### config.mk
export PLATFORM = sky130hd
export DESIGN_NAME = deadband_steer_lowpass_flat
export DESIGN_NICKNAME = d
export VERILOG_FILES = /design/src/hdl/dsl_pkg.sv /design/src/hdl/dsl_ifaces.sv /design/src/hdl/deadband_steer_lowpass.sv /design/src/hdl/dsl_front.sv /design/src/hdl/dsl_fifo.sv /design/src/hdl/dsl_back.sv /design/src/flat_wrapper.sv
export SDC_FILE = /design/constraint.sdc
export NUM_CORES = 2
export LEC_CHECK = 0
export BUFFER_PORTS_ARGS = -buffer_cell sky130_fd_sc_hd__buf_2
export CORE_MARGIN = 5
export CORE_UTILIZATION = 50
export CTS_CLUSTER_DIAMETER = 80
export DETAILED_ROUTE_END_ITERATION = 6
export GPL_TIMING_DRIVEN = 0
export PLACE_DENSITY = 0.68
export SLEW_MARGIN = 20
export SYNTH_ARGS = -nofsm -noshare
export SYNTH_HDL_FRONTEND = slang
export SYNTH_HIERARCHICAL = 1
export SYNTH_SLANG_ARGS = --single-unit
### constraint.sdc
create_clock -name i_clk -period 8.2 [get_ports i_clk]
set_input_delay 2.05 -clock i_clk [delete_from_list [all_inputs] [get_ports i_clk]]
set_output_delay 2.05 -clock i_clk [all_outputs]
set_load 0.05 [all_outputs]
### src/hdl/dsl_pkg.sv
// ----------------------------------------------------------------------------
// dsl_pkg
// Shared constants for the deadband steering low-pass block: register
// indexes, reset values and fixed field widths.
// ----------------------------------------------------------------------------
`default_nettype none

package dsl_pkg;

    // field widths fixed by the register map and the payload
    localparam int TARGET_W = 16;
    localparam int STEER_W  = 16;
    localparam int WIDTH_W  = 12;   // image_width / deadband_pixels
    localparam int LIMIT_W  = 15;   // steer_limit, also quotient width
    localparam int WEIGHT_W = 17;   // filter_weight
    localparam int STATE_W  = 32;   // filter state, Q4.28
    localparam int FRAC_W   = 16;   // shift between steer Q4.12 and state Q4.28

    localparam int CFG_IDX_W  = 3;
    localparam int CFG_DATA_W = 17;

    typedef logic [CFG_IDX_W-1:0] t_cfg_idx;

    localparam t_cfg_idx CFG_IMAGE_WIDTH      = 3'd0;
    localparam t_cfg_idx CFG_STEER_LIMIT      = 3'd1;
    localparam t_cfg_idx CFG_DEADBAND_PIXELS  = 3'd2;
    localparam t_cfg_idx CFG_FILTER_WEIGHT    = 3'd3;
    localparam t_cfg_idx CFG_INVERT_DIRECTION = 3'd4;

    localparam logic [WIDTH_W-1:0]  RST_IMAGE_WIDTH     = 12'd320;
    localparam logic [LIMIT_W-1:0]  RST_STEER_LIMIT     = 15'd4096;
    localparam logic [WIDTH_W-1:0]  RST_DEADBAND_PIXELS = 12'd6;
    localparam logic [WEIGHT_W-1:0] RST_FILTER_WEIGHT   = 17'd16384;

    // 1.0 in Q1.16
    localparam logic [WEIGHT_W-1:0] WEIGHT_ONE = 17'd65536;

endpackage

`default_nettype wire

### src/hdl/dsl_ifaces.sv
// ----------------------------------------------------------------------------
// dsl channel interfaces
// Valid/ready channels for target requests, steer results and register writes.
// ----------------------------------------------------------------------------
`default_nettype none

interface dsl_target_if;
    logic                                 valid;
    logic                                 ready;
    logic signed [dsl_pkg::TARGET_W-1:0]  target_x;

    modport source (output valid, output target_x, input ready);
    modport sink   (input valid, input target_x, output ready);
endinterface

interface dsl_steer_if;
    logic                                 valid;
    logic                                 ready;
    logic signed [dsl_pkg::STEER_W-1:0]   steer_command;

    modport source (output valid, output steer_command, input ready);
    modport sink   (input valid, input steer_command, output ready);
endinterface

interface dsl_cfg_if;
    logic                                 valid;
    logic                                 ready;
    logic [dsl_pkg::CFG_IDX_W-1:0]        index;
    logic [dsl_pkg::CFG_DATA_W-1:0]       data;

    modport source (output valid, output index, output data, input ready);
    modport sink   (input valid, input index, input data, output ready);
endinterface

`default_nettype wire

### src/hdl/deadband_steer_lowpass.sv
// ----------------------------------------------------------------------------
// deadband_steer_lowpass
// Proportional steering from a target x position with deadband, scaling,
// optional inversion and a one-pole low-pass filter on the command.
//
// Channels: i_target takes one target_x request per valid/ready handshake,
// o_steer returns exactly one steer_command (Q4.12) per request, in order.
// i_cfg writes the registers (0 image_width, 1 steer_limit, 2 deadband_pixels,
// 3 filter_weight, 4 invert_direction); it is always ready and other indexes
// are dropped. Write registers only while the block is idle.
// A nonzero error passes through the multiply, the bit-serial divide and the
// filter states; an error inside the deadband skips multiply and divide. The
// steering engine finishes one request before it takes the next.
// A 2-entry queue lets the input side take requests while the engine works.
// Reset: registers return to defaults and the filter state clears to zero.
// A stalled o_steer holds the result in its output register; the engine
// then waits, the queue fills and i_target.ready drops.
// ----------------------------------------------------------------------------
`default_nettype none

module deadband_steer_lowpass #(
    parameter int COORD_WIDTH = 12
) (
    input  wire         i_clk,
    input  wire         i_rst_n,
    dsl_target_if.sink  i_target,
    dsl_steer_if.source o_steer,
    dsl_cfg_if.sink     i_cfg
);

    // only the low COORD_WIDTH bits of the 12-bit width/deadband count
    localparam int WW = (COORD_WIDTH < dsl_pkg::WIDTH_W) ? COORD_WIDTH : dsl_pkg::WIDTH_W;

    logic [dsl_pkg::WIDTH_W-1:0]  r_image_width;
    logic [dsl_pkg::LIMIT_W-1:0]  r_steer_limit;
    logic [dsl_pkg::WIDTH_W-1:0]  r_deadband;
    logic [dsl_pkg::WEIGHT_W-1:0] r_weight;
    logic                         r_invert;

    logic                         q_push;
    logic                         q_pop;
    logic                         q_full;
    logic                         q_empty;
    logic [WW+1:0]                q_wdata;
    logic [WW+1:0]                q_rdata;

    assign i_cfg.ready = 1'b1;

    always_ff @(posedge i_clk) begin
        if (!i_rst_n) begin
            r_image_width <= dsl_pkg::RST_IMAGE_WIDTH;
            r_steer_limit <= dsl_pkg::RST_STEER_LIMIT;
            r_deadband    <= dsl_pkg::RST_DEADBAND_PIXELS;
            r_weight      <= dsl_pkg::RST_FILTER_WEIGHT;
            r_invert      <= 1'b0;
        end else if (i_cfg.valid) begin
            case (i_cfg.index)
                dsl_pkg::CFG_IMAGE_WIDTH:      r_image_width <= i_cfg.data[dsl_pkg::WIDTH_W-1:0];
                dsl_pkg::CFG_STEER_LIMIT:      r_steer_limit <= i_cfg.data[dsl_pkg::LIMIT_W-1:0];
                dsl_pkg::CFG_DEADBAND_PIXELS:  r_deadband    <= i_cfg.data[dsl_pkg::WIDTH_W-1:0];
                dsl_pkg::CFG_FILTER_WEIGHT:    r_weight      <= i_cfg.data;
                dsl_pkg::CFG_INVERT_DIRECTION: r_invert      <= i_cfg.data[0];
                default: begin
                end
            endcase
        end
    end

    dsl_front #(
        .WW (WW)
    ) u_front (
        .i_tgt      (i_target),
        .i_width    (r_image_width[WW-1:0]),
        .i_deadband (r_deadband[WW-1:0]),
        .i_invert   (r_invert),
        .i_q_full   (q_full),
        .o_q_push   (q_push),
        .o_q_data   (q_wdata)
    );

    dsl_fifo #(
        .WIDTH (WW + 2),
        .DEPTH (2)
    ) u_fifo (
        .i_clk   (i_clk),
        .i_rst_n (i_rst_n),
        .i_push  (q_push),
        .i_data  (q_wdata),
        .i_pop   (q_pop),
        .o_data  (q_rdata),
        .o_full  (q_full),
        .o_empty (q_empty)
    );

    dsl_back #(
        .WW (WW)
    ) u_back (
        .i_clk     (i_clk),
        .i_rst_n   (i_rst_n),
        .i_q_data  (q_rdata),
        .i_q_empty (q_empty),
        .o_q_pop   (q_pop),
        .i_width   (r_image_width[WW-1:0]),
        .i_limit   (r_steer_limit),
        .i_weight  (r_weight),
        .o_steer   (o_steer)
    );

endmodule

`default_nettype wire

### src/hdl/dsl_front.sv
// ----------------------------------------------------------------------------
// dsl_front
// Accepts target requests, clamps x, forms the half-pixel error, applies the
// deadband and pushes {zero, negative, magnitude} into the queue.
// ----------------------------------------------------------------------------
`default_nettype none

module dsl_front #(
    parameter int WW = 12
) (
    dsl_target_if.sink          i_tgt,
    input  wire [WW-1:0]        i_width,
    input  wire [WW-1:0]        i_deadband,
    input  wire                 i_invert,
    input  wire                 i_q_full,
    output logic                o_q_push,
    output logic [WW+1:0]       o_q_data
);

    logic signed [dsl_pkg::TARGET_W-1:0] w_s;
    logic [WW-1:0]                       x_c;
    logic signed [WW+1:0]                err;
    logic [WW+1:0]                       err_abs;
    logic [WW-1:0]                       mag;
    logic [WW:0]                         db2;
    logic                                is_zero;
    logic                                is_neg;

    assign i_tgt.ready = !i_q_full;
    assign o_q_push    = i_tgt.valid && !i_q_full;

    always_comb begin
        w_s = dsl_pkg::TARGET_W'(i_width);
        if (i_tgt.target_x[dsl_pkg::TARGET_W-1]) begin
            x_c = '0;
        end else if (i_tgt.target_x > w_s) begin
            x_c = i_width;
        end else begin
            x_c = i_tgt.target_x[WW-1:0];
        end

        // error in half pixels: width - 2x, lies in [-width, width]
        err     = $signed({2'b00, i_width}) - $signed({1'b0, x_c, 1'b0});
        err_abs = err[WW+1] ? (WW+2)'(-err) : err;
        db2     = {i_deadband, 1'b0};
        mag     = ({1'b0, err_abs[WW-1:0]} < db2) ? '0 : err_abs[WW-1:0];
        is_zero = (mag == '0);
        is_neg  = err[WW+1] ^ i_invert;
        o_q_data = {is_zero, is_neg, mag};
    end

endmodule

`default_nettype wire

### src/hdl/dsl_fifo.sv
// ----------------------------------------------------------------------------
// dsl_fifo
// Small register-based queue between the classifier and the steering engine.
// ----------------------------------------------------------------------------
`default_nettype none

module dsl_fifo #(
    parameter int WIDTH = 14,
    parameter int DEPTH = 2
) (
    input  wire                 i_clk,
    input  wire                 i_rst_n,
    input  wire                 i_push,
    input  wire [WIDTH-1:0]     i_data,
    input  wire                 i_pop,
    output logic [WIDTH-1:0]    o_data,
    output logic                o_full,
    output logic                o_empty
);

    localparam int PW = (DEPTH > 1) ? $clog2(DEPTH) : 1;
    localparam int CW = $clog2(DEPTH + 1);

    logic [WIDTH-1:0] r_mem [DEPTH];
    logic [PW-1:0]    r_wr, n_wr;
    logic [PW-1:0]    r_rd, n_rd;
    logic [CW-1:0]    r_cnt, n_cnt;
    logic             do_push;
    logic             do_pop;

    assign o_full  = (r_cnt == CW'(DEPTH));
    assign o_empty = (r_cnt == '0);
    assign o_data  = r_mem[r_rd];
    assign do_push = i_push && !o_full;
    assign do_pop  = i_pop && !o_empty;

    always_comb begin
        n_wr  = r_wr;
        n_rd  = r_rd;
        n_cnt = r_cnt;
        if (do_push) begin
            n_wr = (r_wr == PW'(DEPTH - 1)) ? '0 : r_wr + 1'b1;
        end
        if (do_pop) begin
            n_rd = (r_rd == PW'(DEPTH - 1)) ? '0 : r_rd + 1'b1;
        end
        if (do_push && !do_pop) begin
            n_cnt = r_cnt + 1'b1;
        end else if (do_pop && !do_push) begin
            n_cnt = r_cnt - 1'b1;
        end
    end

    always_ff @(posedge i_clk) begin
        if (!i_rst_n) begin
            r_wr  <= '0;
            r_rd  <= '0;
            r_cnt <= '0;
        end else begin
            r_wr  <= n_wr;
            r_rd  <= n_rd;
            r_cnt <= n_cnt;
        end
    end

    always_ff @(posedge i_clk) begin
        if (do_push) begin
            r_mem[r_wr] <= i_data;
        end
    end

endmodule

`default_nettype wire

### src/hdl/dsl_back.sv
// ----------------------------------------------------------------------------
// dsl_back
// Steering engine: scales the error by steer_limit, divides by the width
// one quotient bit per cycle, applies the sign and updates the low-pass state.
// ----------------------------------------------------------------------------
`default_nettype none

module dsl_back #(
    parameter int WW = 12
) (
    input  wire                             i_clk,
    input  wire                             i_rst_n,
    input  wire [WW+1:0]                    i_q_data,
    input  wire                             i_q_empty,
    output logic                            o_q_pop,
    input  wire [WW-1:0]                    i_width,
    input  wire [dsl_pkg::LIMIT_W-1:0]      i_limit,
    input  wire [dsl_pkg::WEIGHT_W-1:0]     i_weight,
    dsl_steer_if.source                     o_steer
);

    localparam int QW  = dsl_pkg::LIMIT_W;
    localparam int CNW = $clog2(QW);
    localparam int SW  = dsl_pkg::STATE_W;
    localparam int PRW = SW + 1 + dsl_pkg::WEIGHT_W + 1;

    typedef enum logic [4:0] {
        S_IDLE = 5'b00001,
        S_MUL  = 5'b00010,
        S_DIV  = 5'b00100,
        S_FILT = 5'b01000,
        S_UPD  = 5'b10000
    } t_state;

    t_state                          r_st, n_st;
    logic [WW-1:0]                   r_mag;
    logic                            r_neg;
    logic                            r_zero;
    logic [WW-1:0]                   r_rem;
    logic [QW-1:0]                   r_low;   // low dividend bits, then quotient
    logic [CNW-1:0]                  r_cnt;
    logic signed [PRW-1:0]           r_wprod;
    logic signed [SW-1:0]            r_state;
    logic                            r_out_valid;
    logic signed [dsl_pkg::STEER_W-1:0] r_out;

    logic [WW+QW-1:0]                scaled;
    logic [WW:0]                     trial;
    logic                            ge;
    logic signed [dsl_pkg::STEER_W-1:0] steer;
    logic signed [SW:0]              diff;
    logic [dsl_pkg::WEIGHT_W-1:0]    weight;
    logic signed [PRW-1:0]           prod;
    logic signed [SW-1:0]            next_state;
    logic                            out_free;

    assign o_steer.valid         = r_out_valid;
    assign o_steer.steer_command = r_out;
    assign out_free              = !r_out_valid || o_steer.ready;
    assign o_q_pop               = (r_st == S_IDLE) && !i_q_empty;

    always_comb begin
        scaled = (WW+QW)'(r_mag) * (WW+QW)'(i_limit);
        trial  = {r_rem, r_low[QW-1]};
        ge     = (trial >= {1'b0, i_width});

        if (r_zero) begin
            steer = '0;
        end else if (r_neg) begin
            steer = -$signed({1'b0, r_low});
        end else begin
            steer = $signed({1'b0, r_low});
        end

        weight = (i_weight > dsl_pkg::WEIGHT_ONE) ? dsl_pkg::WEIGHT_ONE : i_weight;
        diff   = $signed({steer, {dsl_pkg::FRAC_W{1'b0}}})
               - $signed({r_state[SW-1], r_state});
        prod   = $signed({1'b0, weight}) * diff;
        // arithmetic shift gives the floor; result stays between state and target
        next_state = r_state + SW'(r_wprod >>> dsl_pkg::FRAC_W);
    end

    always_comb begin
        n_st = r_st;
        case (r_st)
            S_IDLE: begin
                if (!i_q_empty) begin
                    n_st = i_q_data[WW+1] ? S_FILT : S_MUL;
                end
            end
            S_MUL:  n_st = S_DIV;
            S_DIV: begin
                if (r_cnt == '0) begin
                    n_st = S_FILT;
                end
            end
            S_FILT: n_st = S_UPD;
            S_UPD: begin
                if (out_free) begin
                    n_st = S_IDLE;
                end
            end
            default: n_st = S_IDLE;
        endcase
    end

    always_ff @(posedge i_clk) begin
        if (!i_rst_n) begin
            r_st        <= S_IDLE;
            r_state     <= '0;
            r_out_valid <= 1'b0;
        end else begin
            r_st <= n_st;
            if (r_st == S_UPD && out_free) begin
                r_state     <= next_state;
                r_out_valid <= 1'b1;
            end else if (o_steer.ready) begin
                r_out_valid <= 1'b0;
            end
        end
    end

    always_ff @(posedge i_clk) begin
        case (r_st)
            S_IDLE: begin
                r_zero <= i_q_data[WW+1];
                r_neg  <= i_q_data[WW];
                r_mag  <= i_q_data[WW-1:0];
            end
            S_MUL: begin
                // quotient fits QW bits, so the top bits start below the width
                r_rem <= scaled[WW+QW-1:QW];
                r_low <= scaled[QW-1:0];
                r_cnt <= CNW'(QW - 1);
            end
            S_DIV: begin
                r_rem <= ge ? WW'(trial - {1'b0, i_width}) : trial[WW-1:0];
                r_low <= {r_low[QW-2:0], ge};
                r_cnt <= r_cnt - 1'b1;
            end
            S_FILT: begin
                r_wprod <= prod;
            end
            S_UPD: begin
                if (out_free) begin
                    r_out <= next_state[SW-1 -: dsl_pkg::STEER_W];
                end
            end
            default: begin
            end
        endcase
    end

endmodule

`default_nettype wire

### src/flat_wrapper.sv
// flat-port wrapper written by rule: the top's interface ports become plain ports
module deadband_steer_lowpass_flat 
#(
    parameter int COORD_WIDTH = 12
)
  (i_clk, i_rst_n, i_target_valid, i_target_target_x, i_target_ready, o_steer_valid, o_steer_steer_command, o_steer_ready, i_cfg_valid, i_cfg_index, i_cfg_data, i_cfg_ready);
  dsl_target_if i_target_i ();
  dsl_steer_if o_steer_i ();
  dsl_cfg_if i_cfg_i ();
  input  wire i_clk;
  input  wire i_rst_n;
  input wire logic [$bits(i_target_i.valid)-1:0] i_target_valid;
  input wire logic [$bits(i_target_i.target_x)-1:0] i_target_target_x;
  output wire logic [$bits(i_target_i.ready)-1:0] i_target_ready;
  output wire logic [$bits(o_steer_i.valid)-1:0] o_steer_valid;
  output wire logic [$bits(o_steer_i.steer_command)-1:0] o_steer_steer_command;
  input wire logic [$bits(o_steer_i.ready)-1:0] o_steer_ready;
  input wire logic [$bits(i_cfg_i.valid)-1:0] i_cfg_valid;
  input wire logic [$bits(i_cfg_i.index)-1:0] i_cfg_index;
  input wire logic [$bits(i_cfg_i.data)-1:0] i_cfg_data;
  output wire logic [$bits(i_cfg_i.ready)-1:0] i_cfg_ready;
  assign i_target_i.valid = i_target_valid;
  assign i_target_i.target_x = i_target_target_x;
  assign i_target_ready = i_target_i.ready;
  assign o_steer_valid = o_steer_i.valid;
  assign o_steer_steer_command = o_steer_i.steer_command;
  assign o_steer_i.ready = o_steer_ready;
  assign i_cfg_i.valid = i_cfg_valid;
  assign i_cfg_i.index = i_cfg_index;
  assign i_cfg_i.data = i_cfg_data;
  assign i_cfg_ready = i_cfg_i.ready;
  deadband_steer_lowpass #(.COORD_WIDTH(COORD_WIDTH)) u_core (.i_clk(i_clk), .i_rst_n(i_rst_n), .i_target(i_target_i), .o_steer(o_steer_i), .i_cfg(i_cfg_i));
endmodule
### Yosys cells after proc, flatten, opt, wreduce, memory -nomap -nowiden

Memory sizes are Yosys's and may differ from the RTL's. A register that Yosys moved wholly into a read port is not among the register bits.
Cells that the tools add are included.

* flip-flop bits (word level): 208
* RAM bits: 28
* input bits: 41
* output and inout bits: 19
* logic and storage cells: 104
* memories kept: 1

Memory list
* u_core.u_fifo.r_mem: depth 2, width 14, read ports 1, clocked after Yosys merged registers in 1, write ports 1, RTL line dsl_fifo.sv:24 `logic [WIDTH-1:0] r_mem [DEPTH];`

* add/subtract/negate cells: 11
* multipliers: 2
* $lt $le $gt $ge: 4
* equal/unequal tests: 13
* mux-type cells: 26
* bitwise logic cells: 1
* reduce and logical (&&, ||, !) cells: 27

Operators with widths (count)
* 2-to-1 mux 12 bit: 5
* multiplier 18 x 33 -> 48 bit: 1
* subtractor 32 x 32 -> 33 bit: 1
* adder 32 bit: 1
* 2-to-1 mux 16 bit: 2
* one-hot mux 15 bit (2 select lines): 1
* multiplier 12 x 15 -> 27 bit: 1
* one-hot mux 5 bit (5 select lines): 1
* one-hot mux 12 bit (2 select lines): 1
* greater-than comparator 17 bit (second input constant): 1
* 2-to-1 mux 17 bit: 1
* greater-than comparator 16 x 13 -> 1 bit: 1
* negator 15 -> 16 bit: 1
* 2-to-1 mux 5 bit: 3
* subtractor 12 x 13 -> 14 bit: 1
* >= comparator 13 x 12 -> 1 bit: 1
* < comparator 12 x 13 -> 1 bit: 1
* logical NOT 12 bit: 1
* negator 12 bit: 1
* AND reduction 2 bit: 6
* subtractor 12 bit: 1
* 2-to-1 mux 1 bit: 8
* one-hot mux 4 bit (2 select lines): 1
* logical AND 1 bit: 7
* 24 further kinds: 35

### Depth between registers and ports, before layout

* depth in word-level cells: 9
* depth in mapped cells: 39
* depth with buffers taken out: 37

### Modules after synthesis

The synthesis kept the hierarchy.

By module, submodules not included
* dsl_back: times used 1, cells an instance 3615, area each 31700.4 um^2, sequential area each 3553.4 um^2
* deadband_steer_lowpass: times used 1, cells an instance 219, area each 2208.4 um^2, sequential area each 1141.1 um^2
* dsl_front: times used 1, cells an instance 252, area each 1795.5 um^2, sequential area each 0.0 um^2
* dsl_fifo: times used 1, cells an instance 68, area each 1237.4 um^2, sequential area each 940.9 um^2

### Worst setup path before layout

Ideal clock, no wire load.

* path type: register to register
* start point: register u_core.u_back.r_low[2]
* end point: register u_core.u_back.r_wprod[42] (data pin)
* library setup time: 0.270 ns
* arrival: 8.357 ns
* required time: 7.930 ns
* path slack: -0.427 ns
* cell stages (with the launch flop): 36
* path buffers: 1
* clock period less this slack: 8.627 ns
* cells stage by stage: edfxtp_1 -> nor4_1 -> nand2b_1 -> nor2_1 -> nand2_1 -> nand2_1 -> xor2_1 -> nor2_1 -> ha_1 -> and2_1 -> a311oi_1 -> nand3_1 -> a31o_2 -> a21oi_1 -> xor2_1 -> clkbuf_1 -> nor2_1 -> fa_1 -> inv_1 -> fa_1 -> fa_1 -> inv_1 -> fa_1 -> fa_1 -> inv_1 -> fa_1 -> inv_1 -> ha_1 -> a21o_1 -> a21o_1 -> a21oi_1 -> nor2b_1 -> a41o_1 -> a221o_2 -> a311oi_1 -> a311oi_1

* cells in the longest elaborated chain, start to end: 5

RTL lines
* start, declared: RTL line dsl_back.sv:40 `logic [QW-1:0] r_low;`
* start signal, assigned: RTL line dsl_back.sv:133 `r_low <= scaled[QW-1:0];`
* start signal, assigned: RTL line dsl_back.sv:138 `r_low <= {r_low[QW-2:0], ge};`
* negator 15 -> 16 bit: RTL line dsl_back.sv:70 `steer = -$signed({1'b0, r_low});`
* 2-to-1 mux 16 bit (*): RTL line dsl_back.sv:69 `end else if (r_neg) begin`
* 2-to-1 mux 16 bit (*): RTL line dsl_back.sv:67 `if (r_zero) begin`
* subtractor 32 x 32 -> 33 bit (*): RTL line dsl_back.sv:77 `- $signed({r_state[SW-1], r_state});`
* multiplier 18 x 33 -> 48 bit (*): RTL line dsl_back.sv:78 `prod = $signed({1'b0, weight}) * diff;`
* via u_core.u_back.prod[42]: RTL line dsl_back.sv:53 `logic signed [PRW-1:0] prod;`
* end signal, assigned: RTL line dsl_back.sv:142 `r_wprod <= prod;`
* end, declared: RTL line dsl_back.sv:42 `logic signed [PRW-1:0] r_wprod;`

Mark *: on every way through the listed nets, which the timed path passes. The rest lies on a longest branch.
A chain may end at the register's enable or synchronous reset.

### Worst setup path in the final report

* start point: register u_core.u_back.r_neg
* end point: register u_core.u_back.r_wprod[44] (data pin)

* cells in the longest elaborated chain, start to end: 4

RTL lines
* start, declared: RTL line dsl_back.sv:37 `logic r_neg;`
* start signal, assigned: RTL line dsl_back.sv:127 `r_neg <= i_q_data[WW];`
* 2-to-1 mux 16 bit: RTL line dsl_back.sv:69
* 2-to-1 mux 16 bit: RTL line dsl_back.sv:67
* subtractor 32 x 32 -> 33 bit: RTL line dsl_back.sv:77
* multiplier 18 x 33 -> 48 bit: RTL line dsl_back.sv:78
* via u_core.u_back.prod[44]: RTL line dsl_back.sv:53

The timed path passes the listed nets, and every way through them passes these cells.

==> flow_summary.json <==
{
  "syn_area_um2": 36900,
  "whs_ps": 469,
  "finalPower_w": 0.0121,
  "cts-root-buf": "clkbuf_16",
  "violations": "negative setup slack",
  "synthFlopType": "edfxtp_1",
  "min_path_type": "reg -> reg",
  "num_vias": 29800,
  "ys_types": 90,
  "worst-path-buf-inv": 9,
  "final.setup.tns_ps": -3890,
  "wl_per_cell_um": 20.7,
  "reg2reg_slack_ps": -490,
  "overflow": 0,
  "setup_viol": 13,
  "ys_ff_latch": 221,
  "start_kind": "flip-flop",
  "io_buffer_count": 58,
  "dieWidth_um": 282,
  "cp_slowest_stage_delay_ps": 550,
  "area_growth_pct": 14.9,
  "synth_nets": 5113,
  "powerDensity_nw_per_um2": 286,
  "timing.final.crit_share_pct": 106,
  "vdd_ir_drop_max_uv": 419,
  "io_pins": 60,
  "drv_cap": 0,
  "numCtsBuffers": 26,
  "grt_usage_pct": 28.2,
  "cts_tree": "yes",
  "synth-async-reset-ratio_pct": 0,
  "fillers": 6404,
  "leakage_nw": 20.3,
  "worstSkewPairLatency_ps": 580,
  "synth.largest_area_cell": "fa_1",
  "drtIter0Drc": 2316,
  "most-common-layout-cells": "824 x inv_1, 640 x nand2_1, 628 x fa_1",
  "rows": 99,
  "dieArea_um2": 79400,
  "worst_slew_pin_slew_ps": 1090,
  "arrival_ps": 9090,
  "antenna_found_initial": 1,
  "top_layer": "met5",
  "synthTopCellsByArea": "fa_1 35%, edfxtp_1 9.8%, ha_1 9.3%, inv_1 8.6%, nand2_1 6.6%",
  "fp.coreArea_um2": 73100,
  "drc_errors": 0,
  "gp_congestion": 1.00,
  "status": "complete, but fails checks",
  "dr_wl_met2_mm": 51.2,
  "ctsLongestPathBuffers": 3,
  "syn_avg_cell_area_um2": 8.89,
  "routed_wl_mm": 111,
  "firstDrtPassIters": 7,
  "synth_edf_count": 121,
  "max-slew-margin-rel_pct": 27.2,
  "vias_per_cell": 5.56,
  "hold_viol": 0,
  "setup_slack_ps": -494,
  "fp.dieH_um": 282,
  "clkSlewWorstSetupHoldPaths_ps": 60,
  "grt_pass1_wl_mm": 174,
  "grt_start_max_net_pins": 33,
  "wl_met3_mm": 8.89,
  "drive_gt1_share_pct": 13.5,
  "cp-end-kind": "flip-flop",
  "cp.required_ps": 8600,
  "h-tree-depth": 1,
  "ant_nets": 0,
  "fmax_mhz": 115,
  "rsz0062_at_grt": "true",
  "cp_slowest_cell": "fa_1",
  "synth.top_cell.area_share_pct": 34.8,
  "setup.worst_path.class": "reg -> reg",
  "cpLargestDelayFamily": "adder cells",
  "num-nets-final": 5336,
  "clock-sinks": 221,
  "wl_met1_mm": 43.3,
  "dpl.hpwl_mm": 87.9,
  "slew_violations": 0,
  "layout_commonest_cell": "inv_1",
  "initial_core_util_pct": 50.5,
  "grt_pass1_vias": 31100,
  "finalCriticalPeriod_ps": 8690,
  "cp_common_cell": "fa_1",
  "worstPathMaxFanout": 6,
  "skew_ps": 14.5,
  "syn-instance-count": 4154,
  "yosysWarnings": 6,
  "ys_seq_area_share_pct": 15.3,
  "antenna_cells": 0
}
==> power by group <==
group	internal, W	leakage (nW)	total, W	switching, W
Clock	0.000692	0.431	0.00120	0.000508
Combinational	0.00392	17.9	0.00928	0.00536
Sequential	0.00149	1.94	0.00164	0.000152
==> metrics by stage <==
| step | area, um2 | std cells | setup WS (ps) | util (%) |
|---|---|---|---|---|
| final | 42500 | 5356 | -494 | 58.1 |
| after global routing | 42500 | 5356 | -673 | 58.1 |
| after CTS | 41600 | 5324 | -269 | 57.0 |
| after detailed placement | 38600 | 5172 | -2160 | 52.8 |
| after global placement | 38500 | 5171 | -2070 | 52.7 |
| after floorplan | 37100 | 4154 | -12.4 | - |
==> sequential cells by signal, indices dropped and copies added, names as in the netlist, 15 cells and up, named ones only <==
name and flops:
u_core/u_back/r_state 32, u_core/u_fifo/r_mem 28, u_core/u_back/r_low 15, u_core/u_back/r_wprod 32, u_core/r_steer_limit 15, u_core/r_weight 17, u_core/u_back/o_steer.steer_command 16
==> Yosys cell counts, types with 21 or more instances <==
master    number
inv_1        842
nand2_1      653
fa_1         643
nor2_1       315
ha_1         275
clkbuf_1     145
a21oi_1      129
edfxtp_1     121
xnor2_1      119
dfxtp_1      100
and2_1        98
mux2i_1       77
xor2_1        65
o21ai_0       53
a21o_1        52
nor2b_1       41
nor3_1        38
nand3_1       34
and3_1        28
nand2b_1      22
or2_2         21
==> layer usage <==
layer  up-vias  global-route usage, %
li1      13300                      -
met1     14900                   36.1
met2      1242                   46.2
met3       346                   5.69
met4         2                   13.6
met5         -                      0
==> layout make-up <==
type / instances / area (um2) / area share [%]
clock inverter: 18 / 208 / 0.489
tap: 959 / 1200 / 2.83
timing repair buffer: 209 / 1510 / 3.56
multi-input combinational: 2935 / 29200 / 68.8
inverter: 843 / 3170 / 7.48
clock buffer: 30 / 676 / 1.59
buffer: 141 / 810 / 1.91
sequential: 221 / 5660 / 13.3
==> timing repair <==
| item | CTS | global route |
|---|---|---|
| endpoints found under the setup margin | 58 | 46 |
| setup buffers | 118 | 36 |
| hold buffers | 0 | 0 |
| resized for setup | 272 | 160 |
| gates cloned | 0 | 1 |
| pin swaps | 95 | 68 |
==> kinds of logic (layout without fill, tap and decap cells) <==
logic type / Yosys count / count (layout) / synth area share, %
compound gates: 393 / 394 / 7.05
xor+xnor: 185 / 185 / 4.42
fa+ha+maj: 918 / 918 / 44.2
buf+inv: 999 / 1241 / 10.2
flops: 221 / 221 / 15.3
mux: 92 / 92 / 2.54
other cells: 1 / 1 / 0.0102
simple gates: 1345 / 1345 / 16.3
==> final timing paths <==
kind	to	start	depth (start not counted)
setup / recovery	u_core/u_back/r_wprod[44]	u_core/u_back/r_neg	32
hold / removal	u_core/r_deadband[10]	u_core/r_deadband[10]	2
setup reg to reg	u_core/u_back/r_wprod[44]	u_core/u_back/r_neg	32
hold reg to reg	u_core/r_deadband[10]	u_core/r_deadband[10]	2
==> worst min-delay path: stages (launching register included) <==
cell,delay (ps)
dfxtp_1,310
nand2_1,50
mux2i_1,60
(Power assumes the default switching activity.)
